==> src/hdl/tcgr_pkg.sv <==
// Shared types and constants for the text console glyph renderer.
// Depends on nothing; all other source files but tcgr_ram refer to it by scoped names.
package tcgr_pkg;

    // Frame geometry and store sizes
    localparam int FB_W        = 128;
    localparam int FB_H        = 64;
    localparam int MAX_ROWS    = 16;
    localparam int CELL_W      = 8;
    localparam int FB_DEPTH    = FB_W * FB_H;
    localparam int GLYPH_DEPTH = 256 * MAX_ROWS;
    localparam int FB_AW       = $clog2(FB_DEPTH);
    localparam int GL_AW       = $clog2(GLYPH_DEPTH);

    localparam logic [7:0]  NEWLINE_CODE = 8'd10;
    localparam logic [31:0] FG_RESET     = 32'hFFFF_FFFF;
    localparam logic [31:0] BG_RESET     = 32'h0000_0000;

    // Request codes on the input channel
    localparam logic [2:0] REQ_CHAR  = 3'd0;
    localparam logic [2:0] REQ_BS    = 3'd1;
    localparam logic [2:0] REQ_MOVE  = 3'd2;
    localparam logic [2:0] REQ_CLEAR = 3'd3;
    localparam logic [2:0] REQ_LOAD  = 3'd4;
    localparam logic [2:0] REQ_READ  = 3'd5;

    // Configuration register indexes
    localparam logic [2:0] CFG_FG     = 3'd0;
    localparam logic [2:0] CFG_BG     = 3'd1;
    localparam logic [2:0] CFG_ROWS   = 3'd2;
    localparam logic [2:0] CFG_EN     = 3'd3;
    localparam logic [2:0] CFG_WIDTH  = 3'd4;
    localparam logic [2:0] CFG_HEIGHT = 3'd5;

    // Classified operation handed from front to engine
    typedef enum logic [2:0] {
        OP_CHAR,
        OP_NEWLINE,
        OP_BS,
        OP_MOVE,
        OP_CLEAR,
        OP_LOAD,
        OP_READ,
        OP_NOP
    } op_t;

    typedef struct packed {
        op_t        op;
        logic [7:0] code;
        logic [6:0] pos_x;
        logic [5:0] pos_y;
        logic [3:0] grow_idx;
        logic [7:0] grow_bits;
    } cmd_t;

    typedef struct packed {
        logic [31:0] fg;
        logic [31:0] bg;
        logic [4:0]  rows;
        logic        en;
        logic [7:0]  width;
        logic [6:0]  height;
    } cfg_t;

    typedef enum logic [3:0] {
        ST_INIT,
        ST_IDLE,
        ST_NL,
        ST_GROW,
        ST_GPIX,
        ST_ERASE,
        ST_CLEAR,
        ST_SC_RD,
        ST_SC_WR,
        ST_FILL,
        ST_RDWAIT,
        ST_DONE
    } state_t;

endpackage

==> src/hdl/tcgr_front.sv <==
// Front end: takes requests, classifies them and queues them for the engine.
// Depends on tcgr_pkg.
module tcgr_front (
    input  logic            aclk,
    input  logic            aresetn,
    input  logic            hold,
    input  logic            s_valid,
    output logic            s_ready,
    input  logic [2:0]      s_req_type,
    input  logic [7:0]      s_char_code,
    input  logic [6:0]      s_pos_x,
    input  logic [5:0]      s_pos_y,
    input  logic [3:0]      s_glyph_row_index,
    input  logic [7:0]      s_glyph_row_bits,
    output logic            cmd_valid,
    output tcgr_pkg::cmd_t  cmd,
    input  logic            cmd_pop
);
    tcgr_pkg::cmd_t q_reg [2];
    logic [1:0] cnt_reg, cnt_next;
    logic       wp_reg, wp_next;
    logic       rp_reg, rp_next;
    tcgr_pkg::cmd_t in_cmd;
    logic       push;

    // Decode request code into an operation
    always_comb begin
        in_cmd.code      = s_char_code;
        in_cmd.pos_x     = s_pos_x;
        in_cmd.pos_y     = s_pos_y;
        in_cmd.grow_idx  = s_glyph_row_index;
        in_cmd.grow_bits = s_glyph_row_bits;
        case (s_req_type)
            tcgr_pkg::REQ_CHAR: begin
                in_cmd.op = (s_char_code == tcgr_pkg::NEWLINE_CODE) ?
                            tcgr_pkg::OP_NEWLINE : tcgr_pkg::OP_CHAR;
            end
            tcgr_pkg::REQ_BS:    in_cmd.op = tcgr_pkg::OP_BS;
            tcgr_pkg::REQ_MOVE:  in_cmd.op = tcgr_pkg::OP_MOVE;
            tcgr_pkg::REQ_CLEAR: in_cmd.op = tcgr_pkg::OP_CLEAR;
            tcgr_pkg::REQ_LOAD:  in_cmd.op = tcgr_pkg::OP_LOAD;
            tcgr_pkg::REQ_READ:  in_cmd.op = tcgr_pkg::OP_READ;
            default:             in_cmd.op = tcgr_pkg::OP_NOP;
        endcase
    end

    // Two-entry queue
    assign s_ready   = (cnt_reg != 2'd2) && !hold;
    assign push      = s_valid && s_ready;
    assign cmd_valid = (cnt_reg != 2'd0);
    assign cmd       = q_reg[rp_reg];

    always_comb begin
        wp_next  = push ? ~wp_reg : wp_reg;
        rp_next  = cmd_pop ? ~rp_reg : rp_reg;
        cnt_next = cnt_reg + {1'b0, push} - {1'b0, cmd_pop};
    end

    always_ff @(posedge aclk) begin
        if (!aresetn) begin
            cnt_reg <= 2'd0;
            wp_reg  <= 1'b0;
            rp_reg  <= 1'b0;
        end else begin
            cnt_reg <= cnt_next;
            wp_reg  <= wp_next;
            rp_reg  <= rp_next;
        end
    end

    always_ff @(posedge aclk) begin
        if (push) begin
            q_reg[wp_reg] <= in_cmd;
        end
    end
endmodule

==> config.mk <==
export PLATFORM = sky130hd
export DESIGN_NAME = tcgr_front
export DESIGN_NICKNAME = d
export VERILOG_FILES = /design/src/hdl/tcgr_pkg.sv /design/src/hdl/tcgr_front.sv
export SDC_FILE = /design/constraint.sdc
export NUM_CORES = 1
export LEC_CHECK = 0
export BUFFER_PORTS_ARGS = -buffer_cell sky130_fd_sc_hd__buf_2
export CAP_MARGIN = 20
export CORE_MARGIN = 10
export CORE_UTILIZATION = 52
export DETAILED_ROUTE_END_ITERATION = 8
export PLACE_DENSITY_LB_ADDON = 0.08
export SYNTH_ARGS = -nofsm -noshare
export SYNTH_HDL_FRONTEND = slang
export SYNTH_SLANG_ARGS = --single-unit
==> constraint.sdc <==
create_clock -name aclk -period 2.8 [get_ports aclk]
set_clock_uncertainty 0.1 [all_clocks]
set_input_delay 0.56 -clock aclk [delete_from_list [all_inputs] [get_ports aclk]]
set_output_delay 0.56 -clock aclk [all_outputs]
set_load 0.05 [all_outputs]
==> tab_implementation.tex <==
\begin{tabular}{lr}
\hline
Metric & Value \\
\hline
\multicolumn{2}{l}{\textbf{Outcome}} \\
\quad Run status & completed \\
\multicolumn{2}{l}{\textbf{Floorplanning}} \\
\quad Initial standard-cell utilization of the core & about 55\% \\
\quad Overall die width & between 90 and 100 um \\
\quad Height of the die & between 90 and 100 um \\
\quad \# rows & 27 \\
\quad Area of the core & roughly 5600 um2 \\
\quad Die Area & between 9000 and 10000 um2 \\
\quad Boundary Pins & 79 \\
\multicolumn{2}{l}{\textbf{Final layout}} \\
\quad Number of flip-flops under the largest register name & between 70 and 80 \\
\quad Layout Nets & between 200 and 300 \\
\quad Final Instance Count excl. Fillers & $\sim$310 \\
\quad Diodes inserted & 0 \\
\quad Layout cells sized above 1 & around 57\% \\
\quad Area overhead of the layout relative to synthesis & 20.7\% \\
\multicolumn{2}{l}{\textbf{Critical path}} \\
\quad Startpoint type of the worst setup path & flop \\
\quad Critical path, cell by cell & buf\_4, mux2\_2, buf\_2 \\
\quad Crit. End Element & primary output \\
\quad Worst Path Buf+Inv & 2 \\
\quad Endpoint required time on the critical path & about 2100 ps \\
\quad Worst Path Max Fanout & 20 \\
\quad CP top delay family & buffers and inverters \\
\quad Path type of the worst setup path & reg2out \\
\quad Delay of the slowest cell on the worst path & a little under 400 ps \\
\quad Arrival time at the worst endpoint & between 1500 and 2000 ps \\
\quad Slowest CP cell & sky130\_fd\_sc\_hd\_\_mux2\_2 \\
\multicolumn{2}{l}{\textbf{Timing}} \\
\quad RSZ-0062 raised after global routing & no \\
\quad Slew at the pin with the worst max-slew slack & between 400 and 500 ps \\
\quad Achievable frequency & about 440 MHz \\
\quad Time the final worst path needs with I/O delays and setup & roughly 2200 ps \\
\quad Total negative slack & 0 ps \\
\quad Relative slew margins & about two thirds \\
\quad Share of the cycle needed by the critical path after routing & roughly 80\% \\
\quad Max-slew violation total from the final report & 0 \\
\quad Final-report hold violation count & 0 \\
\quad Final setup vio count & 0 \\
\multicolumn{2}{l}{\textbf{Logic synthesis}} \\
\quad Top cell type's share of synthesized area & between 70\% and 80\% \\
\quad Number of synthesized register bits & 77 \\
\quad Top area cells in the synthesized netlist & sky130\_fd\_sc\_hd\_\_edfxtp\_1, sky130\_fd\_sc\_hd\_\_mux2\_4, sky130\_fd\_sc\_hd\_\_dfxtp\_1 \\
\quad Post-synth ARST share & 0\% \\
\quad Number of synthesized flops with an enable pin & 72 \\
\quad Gate count after technology mapping & around 150 \\
\quad Post-synthesis cell area & 3060 um2 \\
\quad Sequential element share of the synthesized area & between 70\% and 80\% \\
\quad Leading cell type by number of instances after synthesis & sky130\_fd\_sc\_hd\_\_edfxtp\_1 \\
\quad Cell accounting for the most synthesized area & sky130\_fd\_sc\_hd\_\_edfxtp\_1 \\
\quad List of most frequent post-synthesis cells & sky130\_fd\_sc\_hd\_\_edfxtp\_1, sky130\_fd\_sc\_hd\_\_mux2\_4, sky130\_fd\_sc\_hd\_\_mux2\_2 \\
\quad Primary FF master, synth & sky130\_fd\_sc\_hd\_\_edfxtp\_1 \\
\quad Synthesized Nets & roughly 190 \\
\quad Count of cell types in the netlist & 24 \\
\quad Synth warnings & 0 \\
\quad Avg Cell Area, Syn & 21.0 um2 \\
\multicolumn{2}{l}{\textbf{Detailed routing}} \\
\quad Final WL & between 5000 and 6000 um \\
\quad Drt first-iter violations & 54 \\
\quad Count of antenna-violating nets left after detailed routing & 0 \\
\quad Drt first pass iters & 4 \\
\quad Residual DRC & 0 \\
\quad Total via count in the routed design & around 1500 \\
\quad DR vias/cell & between 4 and 5 \\
\quad Routed wirelength normalized by instance count & about 18 um \\
\multicolumn{2}{l}{\textbf{Pwr}} \\
\quad Share of total power consumed by net switching & 27.6\% \\
\quad Switching power & $\sim$0.00074 W \\
\quad Leakage Power & between 1 and 1.5 nW \\
\quad Part of the total power dissipated in combinational logic & between 20\% and 30\% \\
\quad Internal power component & slightly below 0.002 W \\
\quad Worst ir drop on vdd & around 0.00053 V \\
\quad Total power density per cell area & $\sim$730 nW/um2 \\
\quad Sequential power share & between 50\% and 60\% \\
\quad Clk network pwr share & 29.4\% \\
\multicolumn{2}{l}{\textbf{CTS}} \\
\quad Number of H-tree levels & 3 \\
\quad Cell chosen for the clock root & sky130\_fd\_sc\_hd\_\_clkbuf\_8 \\
\quad Max Buffers Root-to-Sink & 2 \\
\quad Insertion delay to the later sink of the worst-skew pair & approximately 330 ps \\
\quad CTS buffer count & 9 \\
\quad Resized cells post-CTS & 0 \\
\quad Post-CTS Hold Fix Bufs & 0 \\
\quad TritonCTS clock tree & built \\
\quad Clock-pin slew of the registers on the worst-case setup and hold paths & about 70 ps \\
\quad Setup bufs post-CTS & 0 \\
\quad \# clock sinks & between 70 and 80 \\
\multicolumn{2}{l}{\textbf{Placement}} \\
\quad Number of buffers inserted by port buffering & 78 \\
\quad Final weighted congestion in routability-driven placement & 0.752 \\
\quad Sum of net half-perimeters after detailed placement & around 4000 um \\
\quad DP Cell Count & between 200 and 300 \\
\multicolumn{2}{l}{\textbf{Global routing}} \\
\quad Overflow after GRT & 0 \\
\quad Global-route wire length before repair & about 8800 um \\
\quad Largest net degree at the start of global routing & 38 \\
\quad Initial antenna violation count & 0 \\
\quad Via count of the first global-routing pass & roughly 1700 \\
\quad Tot GR Track Use & between 10\% and 20\% \\
\multicolumn{2}{l}{\textbf{Run}} \\
\quad Count of max-cap constraint violations & 0 \\
\multicolumn{2}{l}{\textbf{Hold path}} \\
\quad Worst Hold Class & in2reg \\
\hline
\end{tabular}
-- cells in the final DEF, fill, tap and decap left out, drive strengths merged --
cell | Yosys | routed
buf | 4 | 82
edfxtp | 72 | 72
mux2 | 36 | 36
clkbuf | 0 | 11
nor2 | 5 | 5
dfxtp | 5 | 5
and2 | 4 | 4
clkinv | 0 | 4
nand2 | 2 | 2
inv | 2 | 2
xnor2 | 2 | 2
ha | 2 | 2
nor4 | 2 | 2
a21o | 1 | 1
a21boi | 1 | 1
nor4bb | 1 | 1
a211oi | 1 | 1
nor2b | 1 | 1
or2 | 1 | 1
xor2 | 1 | 1
and3 | 1 | 1
o31a | 1 | 1
o21a | 1 | 1
bufinv | 0 | 1
-- power by group through the flow --
| stage | sequential (W) | clock (W) | combinational, W |
|---|---|---|---|
| 2_1_floorplan | 0.00138 | 0 | 0.000443 |
| 3_3_place_gp | 0.00138 | 0 | 0.000539 |
| 3_5_place_dp | 0.00138 | 0 | 0.000548 |
| 4_1_cts | 0.00136 | 0.000812 | 0.000550 |
| 5_1_grt | 0.00136 | 0.000864 | 0.000572 |
| 6_report | 0.00136 | 0.000789 | 0.000540 |
-- layer usage --
layer	GRT usage (%)	share of wire, %	vias up
met5	0	0	-
met4	5.75	1.5	0
met3	4.47	7.2	7
met2	20.1	53	54
met1	12.3	38	744
li1	-	-	741
-- kinds of logic after synthesis --
family                   share of synthesized area (%)
AO/OA/AOI/OAI                                     1.27
XOR/XNOR                                         0.858
adder cells (fa/ha/maj)                          0.817
buffers and inverters                             2.57
flip-flops                                        73.8
multiplexers                                      16.9
AND/OR/NAND/NOR                                   3.76
-- area by class of cell --
cell class                      count  area (um2)
Inverter                            2        7.51
Tap cell                           72        90.1
Clock inverter                      5        50.0
Clock buffer                       11         141
Timing Repair Buffer               82         420
Sequential cell                    77        2260
Fill cell                         453        1910
Multi-Input combinational cell     63         724
-- per-stage QoR --
stage               instance area, um2  util (%)  setup WS [ps]  hold WS (ps)  total power (W)
global route                      3700      65.9            489           296          0.00280
finish                            3700      65.9            551           312          0.00269
floorplan                         3070         -            317           455          0.00182
global placement                  3510      62.5            826           466          0.00192
detailed placement                3510      62.5            752           464          0.00193
CTS                               3700      65.9            528           300          0.00272
-- worst paths after layout --
path              slack (ps)           to  cells after the start                 from
setup / recovery         550       cmd[4]                      3                 flop
hold / removal           310  q_reg[1][6]                      1  s_glyph_row_bits[6]
setup reg to reg        1010   cnt_reg[1]                      9           cnt_reg[0]
hold reg to reg          480         flop                      2               rp_reg
Power figures use the tool's default switching activity.
